===== src/tsht_pkg.sv =====
// Shared types and constants for the text span hit table.
// No dependencies; every module of the block imports this package.
package tsht_pkg;

   localparam int MAX_SPANS_DEF = 64;
   localparam int COORD_W       = 10;
   localparam int BOUND_W       = 11;
   localparam int NUM_W         = 7;
   localparam int IDX_W         = 6;
   localparam int REQ_DATA_W    = 72;
   localparam int RSP_DATA_W    = 56;

   typedef enum logic [1:0] {
      KIND_CLEAR  = 2'd0,
      KIND_APPEND = 2'd1,
      KIND_HIT    = 2'd2,
      KIND_READ   = 2'd3
   } kind_type;

   typedef enum logic [2:0] {
      ST_IDLE,
      ST_SCAN,
      ST_FETCH,
      ST_WAIT,
      ST_FINISH
   } state_type;

   // one stored span, start column in the lowest bits
   typedef struct packed {
      logic [COORD_W-1:0] er;
      logic [COORD_W-1:0] ec;
      logic [COORD_W-1:0] sr;
      logic [COORD_W-1:0] sc;
   } span_type;

   typedef struct packed {
      logic load;     // latch a new request
      logic scan;     // one hit-test step
      logic fetch;    // read span by index
      logic capture;  // take read data as the result
      logic push;     // write result, apply table update
   } cmd_type;

   typedef struct packed {
      kind_type kind;
      logic     more;      // scan pointer below count
      logic     hit;       // span under test matches the cell
      logic     pend;      // a read is in flight
      logic     read_ok;   // index below count
      logic     out_free;  // result register can take a new result
   } stat_type;

endpackage


===== src/text_span_hit_table_unit.sv =====
// Text span hit table: clear, append, read back or hit-test text spans.
// Clear and append go straight to the result; a read fetches one span by index;
// a hit test scans spans in order, one per cycle through the memory read port.
// Throughput: one request at a time; a new request is taken once the last
// result is in the output register. Reset (synchronous) empties the table
// by zeroing the count; span memory is not cleared and needs no pass.
module text_span_hit_table_unit #(
   parameter int MAX_SPANS = tsht_pkg::MAX_SPANS_DEF
) (
   input  logic                            clock,
   input  logic                            reset,
   // request channel
   input  logic                            req_tvalid,
   output logic                            req_tready,
   // start_col[9:0] start_row[19:10] end_col[29:20] end_row[39:30]
   // point_col[49:40] point_row[59:50] entry_index[65:60], zero pad to 72
   input  logic [tsht_pkg::REQ_DATA_W-1:0] req_tdata,
   // kind[1:0]
   input  logic [1:0]                      req_tuser,
   // result channel
   output logic                            rsp_tvalid,
   input  logic                            rsp_tready,
   // entry_number[6:0] hit_start_col[17:7] hit_start_row[28:18]
   // hit_end_col[39:29] hit_end_row[50:40], zero pad to 56
   output logic [tsht_pkg::RSP_DATA_W-1:0] rsp_tdata,
   // found[0] append_dropped[1]
   output logic [1:0]                      rsp_tuser
);
   import tsht_pkg::*;

   cmd_type  cmd;
   stat_type stat;

   // sequencing: idle, scan, fetch, wait for read data, finish
   tsht_ctrl u_ctrl (
      .clock      (clock),
      .reset      (reset),
      .req_tvalid (req_tvalid),
      .req_tready (req_tready),
      .stat       (stat),
      .cmd        (cmd)
   );

   // memory, count, compare and result register
   tsht_dp #(
      .MAX_SPANS (MAX_SPANS)
   ) u_dp (
      .clock      (clock),
      .reset      (reset),
      .req_tuser  (req_tuser),
      .req_tdata  (req_tdata),
      .rsp_tvalid (rsp_tvalid),
      .rsp_tready (rsp_tready),
      .rsp_tdata  (rsp_tdata),
      .rsp_tuser  (rsp_tuser),
      .cmd        (cmd),
      .stat       (stat)
   );

   // a result is only written when the output register is free
   a_push_free: assert property (@(posedge clock) disable iff (reset)
      cmd.push |-> (!rsp_tvalid || rsp_tready))
      else $error("result written over a pending result");

   // a miss reports number 0 and all bounds -1
   a_miss_none: assert property (@(posedge clock) disable iff (reset)
      (rsp_tvalid && !rsp_tuser[0]) |->
         (rsp_tdata[6:0] == 7'd0) && (rsp_tdata[50:7] == {44{1'b1}}))
      else $error("miss with span data");

   // a refused append never reports a span
   a_drop_nohit: assert property (@(posedge clock) disable iff (reset)
      (rsp_tvalid && rsp_tuser[1]) |-> !rsp_tuser[0])
      else $error("dropped append flagged as found");

endmodule


===== src/tsht_ctrl.sv =====
// Controller state machine for the text span hit table.
// Depends on tsht_pkg; drives the datapath through cmd_type.
module tsht_ctrl (
   input  logic              clock,
   input  logic              reset,
   input  logic              req_tvalid,
   output logic              req_tready,
   input  tsht_pkg::stat_type stat,
   output tsht_pkg::cmd_type  cmd
);
   import tsht_pkg::*;

   state_type state_ff, state_in;

   always_ff @(posedge clock) begin
      if (reset) begin
         state_ff <= ST_IDLE;
      end else begin
         state_ff <= state_in;
      end
   end

   // next state
   always_comb begin
      state_in = state_ff;
      case (state_ff)
         ST_IDLE: begin
            if (req_tvalid) begin
               case (stat.kind)
                  KIND_HIT:  state_in = ST_SCAN;
                  KIND_READ: state_in = ST_FETCH;
                  default:   state_in = ST_FINISH;
               endcase
            end
         end
         ST_SCAN: begin
            if (stat.hit || (!stat.more && !stat.pend)) begin
               state_in = ST_FINISH;
            end
         end
         ST_FETCH: begin
            state_in = stat.read_ok ? ST_WAIT : ST_FINISH;
         end
         ST_WAIT: begin
            state_in = ST_FINISH;
         end
         ST_FINISH: begin
            if (stat.out_free) begin
               state_in = ST_IDLE;
            end
         end
         default: state_in = ST_IDLE;
      endcase
   end

   // outputs
   always_comb begin
      cmd        = '0;
      req_tready = 1'b0;
      case (state_ff)
         ST_IDLE: begin
            req_tready = 1'b1;
            cmd.load   = req_tvalid;
         end
         ST_SCAN:   cmd.scan    = 1'b1;
         ST_FETCH:  cmd.fetch   = stat.read_ok;
         ST_WAIT:   cmd.capture = 1'b1;
         ST_FINISH: cmd.push    = stat.out_free;
         default: begin
            cmd        = '0;
            req_tready = 1'b0;
         end
      endcase
   end

endmodule


===== src/tsht_dp.sv =====
// Datapath for the text span hit table: span memory, count, scan pointer,
// hit compare and result register. Depends on tsht_pkg.
module tsht_dp #(
   parameter int MAX_SPANS = tsht_pkg::MAX_SPANS_DEF
) (
   input  logic                                clock,
   input  logic                                reset,
   input  logic [1:0]                          req_tuser,
   input  logic [tsht_pkg::REQ_DATA_W-1:0]     req_tdata,
   output logic                                rsp_tvalid,
   input  logic                                rsp_tready,
   output logic [tsht_pkg::RSP_DATA_W-1:0]     rsp_tdata,
   output logic [1:0]                          rsp_tuser,
   input  tsht_pkg::cmd_type                   cmd,
   output tsht_pkg::stat_type                  stat
);
   import tsht_pkg::*;

   localparam int CW = $clog2(MAX_SPANS + 1);
   localparam int AW = (MAX_SPANS > 1) ? $clog2(MAX_SPANS) : 1;
   localparam int WW = ((CW > IDX_W) ? CW : IDX_W) + 1;

   // request latch (payload, no reset)
   kind_type           kind_ff;
   span_type           span_ff;
   logic [COORD_W-1:0] pcol_ff;
   logic [COORD_W-1:0] prow_ff;
   logic [IDX_W-1:0]   idx_ff;

   logic [CW-1:0]      count_ff, count_in;
   logic [CW-1:0]      ptr_ff, ptr_in;
   logic               cmp_vld_ff;
   logic [AW-1:0]      cmp_idx_ff;
   span_type           rd_data_ff;
   logic               res_found_ff, res_found_in;
   logic [NUM_W-1:0]   res_num_ff;
   span_type           res_span_ff;
   logic               rsp_valid_ff, rsp_valid_in;
   logic [RSP_DATA_W-1:0] rsp_data_ff;
   logic [1:0]         rsp_user_ff;

   span_type           mem [MAX_SPANS];

   logic               full;
   logic               match;
   logic               rd_en;
   logic [AW-1:0]      rd_addr;
   logic               wr_en;
   logic               take;
   logic [WW-1:0]      idx_ext;
   logic [WW-1:0]      count_ext;
   logic [BOUND_W-1:0] b_sc, b_sr, b_ec, b_er;
   logic [NUM_W-1:0]   o_num;

   assign full      = (count_ff == CW'(MAX_SPANS));
   assign idx_ext   = {{(WW-IDX_W){1'b0}}, idx_ff};
   assign count_ext = {{(WW-CW){1'b0}}, count_ff};

   // hit rule against the span just read
   always_comb begin
      if (rd_data_ff.sr == rd_data_ff.er) begin
         match = (prow_ff == rd_data_ff.sr) && (pcol_ff >= rd_data_ff.sc)
                 && (pcol_ff < rd_data_ff.ec);
      end else begin
         match = ((prow_ff == rd_data_ff.sr) && (pcol_ff >= rd_data_ff.sc))
                 || ((prow_ff == rd_data_ff.er) && (pcol_ff < rd_data_ff.ec))
                 || ((prow_ff > rd_data_ff.sr) && (prow_ff < rd_data_ff.er));
      end
   end

   // kind of the request on offer, steers the controller out of idle
   assign stat.kind     = kind_type'(req_tuser);
   assign stat.more     = (ptr_ff < count_ff);
   assign stat.hit      = cmp_vld_ff && match;
   assign stat.pend     = cmp_vld_ff;
   assign stat.read_ok  = (idx_ext < count_ext);
   assign stat.out_free = !rsp_valid_ff || rsp_tready;

   // memory port control
   always_comb begin
      rd_en   = 1'b0;
      rd_addr = ptr_ff[AW-1:0];
      if (cmd.fetch) begin
         rd_en   = 1'b1;
         rd_addr = idx_ext[AW-1:0];
      end else if (cmd.scan && !stat.hit && stat.more) begin
         rd_en   = 1'b1;
      end
   end

   assign take  = cmd.capture || (cmd.scan && stat.hit);
   assign wr_en = cmd.push && (kind_ff == KIND_APPEND) && !full;

   always_comb begin
      ptr_in = ptr_ff;
      if (cmd.load) begin
         ptr_in = '0;
      end else if (cmd.scan && rd_en) begin
         ptr_in = ptr_ff + 1'b1;
      end
   end

   always_comb begin
      res_found_in = res_found_ff;
      if (cmd.load) begin
         res_found_in = 1'b0;
      end else if (take) begin
         res_found_in = 1'b1;
      end
   end

   always_comb begin
      count_in = count_ff;
      if (cmd.push && (kind_ff == KIND_CLEAR)) begin
         count_in = '0;
      end else if (wr_en) begin
         count_in = count_ff + 1'b1;
      end
   end

   always_comb begin
      rsp_valid_in = rsp_valid_ff;
      if (cmd.push) begin
         rsp_valid_in = 1'b1;
      end else if (rsp_tready) begin
         rsp_valid_in = 1'b0;
      end
   end

   // result formatting: -1 bounds on a miss
   always_comb begin
      if (res_found_ff) begin
         b_sc  = {1'b0, res_span_ff.sc};
         b_sr  = {1'b0, res_span_ff.sr};
         b_ec  = {1'b0, res_span_ff.ec};
         b_er  = {1'b0, res_span_ff.er};
         o_num = res_num_ff;
      end else begin
         b_sc  = '1;
         b_sr  = '1;
         b_ec  = '1;
         b_er  = '1;
         o_num = '0;
      end
   end

   always_ff @(posedge clock) begin
      if (reset) begin
         count_ff     <= '0;
         ptr_ff       <= '0;
         cmp_vld_ff   <= 1'b0;
         res_found_ff <= 1'b0;
         rsp_valid_ff <= 1'b0;
      end else begin
         count_ff     <= count_in;
         ptr_ff       <= ptr_in;
         cmp_vld_ff   <= rd_en;
         res_found_ff <= res_found_in;
         rsp_valid_ff <= rsp_valid_in;
      end
   end

   always_ff @(posedge clock) begin
      if (cmd.load) begin
         kind_ff <= kind_type'(req_tuser);
         span_ff <= span_type'(req_tdata[4*COORD_W-1:0]);
         pcol_ff <= req_tdata[5*COORD_W-1:4*COORD_W];
         prow_ff <= req_tdata[6*COORD_W-1:5*COORD_W];
         idx_ff  <= req_tdata[6*COORD_W+IDX_W-1:6*COORD_W];
      end
      if (rd_en) begin
         cmp_idx_ff <= rd_addr;
      end
      if (take) begin
         res_span_ff <= rd_data_ff;
         res_num_ff  <= NUM_W'({1'b0, cmp_idx_ff} + 1'b1);
      end
      if (cmd.push) begin
         rsp_data_ff <= {{(RSP_DATA_W-NUM_W-4*BOUND_W){1'b0}},
                         b_er, b_ec, b_sr, b_sc, o_num};
         rsp_user_ff <= {(kind_ff == KIND_APPEND) && full, res_found_ff};
      end
   end

   // span memory, one write and one registered read port
   always_ff @(posedge clock) begin
      if (wr_en) begin
         mem[count_ff[AW-1:0]] <= span_ff;
      end
      if (rd_en) begin
         rd_data_ff <= mem[rd_addr];
      end
   end

   assign rsp_tvalid = rsp_valid_ff;
   assign rsp_tdata  = rsp_data_ff;
   assign rsp_tuser  = rsp_user_ff;

endmodule


===== config.mk =====
export PLATFORM = sky130hd
export DESIGN_NAME = text_span_hit_table_unit
export DESIGN_NICKNAME = d
export VERILOG_FILES = /design/src/tsht_pkg.sv /design/src/text_span_hit_table_unit.sv /design/src/tsht_ctrl.sv /design/src/tsht_dp.sv
export SDC_FILE = /design/constraint.sdc
export NUM_CORES = 2
export LEC_CHECK = 0
export ABC_AREA = 1
export BUFFER_PORTS_ARGS = -buffer_cell sky130_fd_sc_hd__buf_2
export CAP_MARGIN = 5
export CORE_MARGIN = 10
export CORE_UTILIZATION = 55
export DETAILED_ROUTE_END_ITERATION = 12
export PLACE_DENSITY = 0.82
export SLEW_MARGIN = 20
export SYNTH_ARGS = -nofsm -noshare
export SYNTH_HDL_FRONTEND = slang
export SYNTH_HIERARCHICAL = 1
export SYNTH_SLANG_ARGS = --single-unit

===== constraint.sdc =====
create_clock -name clock -period 14.2 [get_ports clock]
set_input_delay 1.42 -clock clock [delete_from_list [all_inputs] [get_ports clock]]
set_output_delay 1.42 -clock clock [all_outputs]
set_load 0.01 [all_outputs]

==> impl_metrics.tcl <==
set metrics [dict create \
    drt-total-wl_um 315000 \
    worstPathRequired_ns 14.81 \
    peakVddDrop_mv 0.140 \
    final_cell_mix "edfxtp_1 (2771), nor2_1 (1361), o21ai_0 (1282), o221ai_1 (441), nand3_1 (431)" \
    rsz0062_at_grt "no" \
    r2r_slack_ns 6.24 \
    yosysTopAreaCell "edfxtp_1" \
    vias 72400 \
    hpwl_um 152000 \
    place.gp.congestion 0.859 \
    cp.arrival_ns 8.57 \
    critPathCaptureType "flip-flop" \
    postSynthCellCount 7759 \
    outcome "completed" \
    power_density_nw_per_um2 136 \
    min_period_ns 7.96 \
    grt_pass1_vias 70300 \
    drt-initial-drc-count 14300 \
    r2r_start "u_dp/count_ff[2]$_SDFFE_PP0P_" \
    gr-total-overflow 0 \
    crit_type "flip-flop to flip-flop" \
    fmax_ghz 0.126 \
    grt_antenna_before_repair 22 \
    synth_seq_cells 2791 \
    cp_max_fo 219 \
    via_per_inst 6.85 \
    fin_setup_tns_ns 0 \
    fillers 13400 \
    ant_nets 0 \
    final_common_cell "edfxtp_1" \
    root_buffer "clkbuf_16" \
    fin_nets 7854 \
    regArea_um2 83600 \
    cts_max_level 4 \
    cts_tree "yes" \
    multiInputGateArea_um2 22900 \
    io_pins 138 \
    clk_path_buf_depth 3 \
    drcViolationCount 0 \
    drive_above_1_share_pct 9.58 \
    initial_utilization_pct 55.3 \
    slew_viol_final 0 \
    die_x_um 465 \
    yosysWarnings 6 \
    finalHoldViolCount 0 \
    crit_start "u_dp/count_ff[2]$_SDFFE_PP0P_" \
    synth_top_area_share_pct 76.4 \
    synth_edf_count 2771 \
    drv_cap 0 \
    grt_max_degree 236 \
    syn_area_per_cell_um2 14.0 \
    cts_hold_buf 0 \
    wire_per_inst_um 29.9 \
    syn_area_um2 109000 \
    max_slew_margin_pct 18.3 \
    timing.final.crit_share_pct 56.1 \
    async_reset_ff_share_pct 0 \
    worst_slew_pin_slew_ns 1.23 \
    fp.dieArea_um2 216000 \
    fin_skew_ns 0.0778 \
    r2r_end "u_dp/rd_data_ff[10]$_DFFE_PP_" \
    port_buffers 126 \
    track_usage_pct 28.1 \
    whs_ns 0.459 \
    min-delay-path-class "flip-flop to flip-flop" \
    worst_hold_startpoint "u_dp/rd_data_ff[8]$_DFFE_PP_" \
    ys_top_cells_by_area "edfxtp_1 (76%), o21ai_0 (5.9%), nor2_1 (4.9%)" \
    cts_setup_buffers 0 \
    ys_types 41 \
    synthFlopType "edfxtp_1" \
    cts-buffers-inserted 238 \
    power.leakage_nw 37.7 \
    clk_transition_reported_paths_ns 0.06 \
    ctsResizeCount 0 \
    area_growth_pct 10.4 \
    cts.sinks 2791 \
    setup_violations 0 \
    clock_latency_ns 0.91 \
    worstSetupStartpointType "flip-flop" \
    grt_pass1_wl_um 455000 \
    rows 163 \
    ys_seq_area_share_pct 76.8 \
    core_area_um2 197000 \
    endpoint "u_dp/rd_data_ff[10]$_DFFE_PP_" \
    die_y_um 465 \
    drtPass1Iterations 7 \
    reg2reg_depth 22 \
]
-- cell type report --
cell class              instances  share of cell area [%]
multi-input cells            4286                    19.1
flip-flops and latches       2791                    69.6
clock buffers                 287                    5.14
repair buffers                291                    1.67
well taps                    2640                    2.75
diodes                          2                 0.00416
clock inverters               155                    1.41
inverters                     114                   0.393
-- state kept, by name, indices dropped and copies added, names as in the netlist --
signal and flops:
u_dp/mem 2560, u_dp/rsp_tdata 48, u_dp/rd_data_ff 40, u_dp/res_span_ff 40, u_dp/span_ff 40, u_dp/pcol_ff 10, u_dp/prow_ff 10, u_dp/count_ff 7
u_dp/ptr_ff 7, u_dp/res_num_ff 7, u_dp/cmp_idx_ff 6, u_dp/idx_ff 6, u_ctrl/state_ff 3, u_dp/kind_ff 2, u_dp/rsp_tuser 2, u_dp/cmp_vld_ff 1
u_dp/res_found_ff 1, u_dp/rsp_tvalid 1
-- metrics by stage --
| step | worst slack [ns] | cell area [µm²] | utilization (%) | power [W] | instances |
|---|---|---|---|---|---|
| after floorplan | 3.14 | 109000 | - | 0.00968 | 7763 |
| after global placement | 6.95 | 112000 | 57.0 | 0.00988 | 10100 |
| after detailed placement | 6.80 | 112000 | 57.0 | 0.00991 | 10100 |
| after CTS | 6.67 | 120000 | 61.0 | 0.0164 | 10600 |
| after global routing | 5.92 | 120000 | 61.0 | 0.0167 | 10600 |
| final | 6.24 | 120000 | 61.0 | 0.0164 | 10600 |
-- per-layer routing --
metal / track usage, % / routed length (µm) / vias up
li1: - / - / 29500
met4: 14.5 / 19300 / 16
met3: 11.3 / 59300 / 1341
met2: 41.3 / 136000 / 6677
met5: 0 / 141 / -
met1: 36.0 / 100000 / 34800
-- critical path, cell delays in order, from the launching register on --
cell	delay [ns]
dfxtp_1	0.38
clkinv_1	0.25
ha_1	0.38
a21oi_1	0.16
nand2_1	0.07
a21o_1	0.16
a21oi_1	0.13
nor2_1	0.05
o21ai_0	0.21
nand4_1	0.18
inv_1	0.47
nand2_1	0.18
o21ai_4	0.15
buf_4	0.67
buf_4	0.83
buf_4	0.82
buf_12	0.67
o21ai_0	0.24
o22ai_1	0.30
o211ai_1	0.16
nand3_1	0.22
nand3_1	0.11
nand2_1	0.53
-- cells in the mapped netlist, types with 2 or more instances --
library cell and count:
o21ai_2 3, ha_1 54, or2_2 43, nor4_1 2, o22ai_1 159, a21o_1 5
o21ai_0 1282, edfxtp_1 2771, clkbuf_1 389, a21oi_1 30, o211ai_1 202, o221ai_1 441
o21ai_1 7, clkbuf_2 4, dfxtp_1 20, nand4_1 11, buf_6 5, inv_1 106
buf_2 135, nor2_2 2, nor3b_1 2, xor2_1 5, inv_2 6, nand3_1 431
nor2_1 1422, o21bai_1 3, buf_1 18, nand2_1 156, nor3_1 9, xnor2_1 5
buf_4 21
-- kinds of logic (layout without fill, tap and decap cells) --
logic type | count (synthesis) | after routing | share of synthesized area, %
compound gates | 2137 | 2137 | 12.0
xor+xnor | 10 | 10 | 0.0804
simple gates | 2080 | 2080 | 7.82
other cells | 1 | 7 | 0.00344
buf+inv | 686 | 847 | 2.63
fa+ha+maj | 54 | 54 | 0.621
flops | 2791 | 2791 | 76.8
-- power breakdown --
group	internal [W]	switching (W)	leakage [nW]
sequential	0.00916	0.0000179	25.1
clock	0.00367	0.00294	3.84
combinational	0.000119	0.000474	8.82
total	0.0129	0.00343	37.7
-- how the worst min path moves through the flow --
stage | to | cells after the start
final | u_dp/res_span_ff[8]$_DFFE_PP_ | 0
after floorplan | u_dp/rsp_tuser[0]$_DFFE_PP_ | 0
after global placement | u_dp/res_span_ff[8]$_DFFE_PP_ | 0
after CTS | u_dp/res_span_ff[8]$_DFFE_PP_ | 0
after global routing | u_dp/res_span_ff[9]$_DFFE_PP_ | 0
after detailed placement | u_dp/res_span_ff[8]$_DFFE_PP_ | 0
No activity file was read; power rests on OpenSTA's default activity.
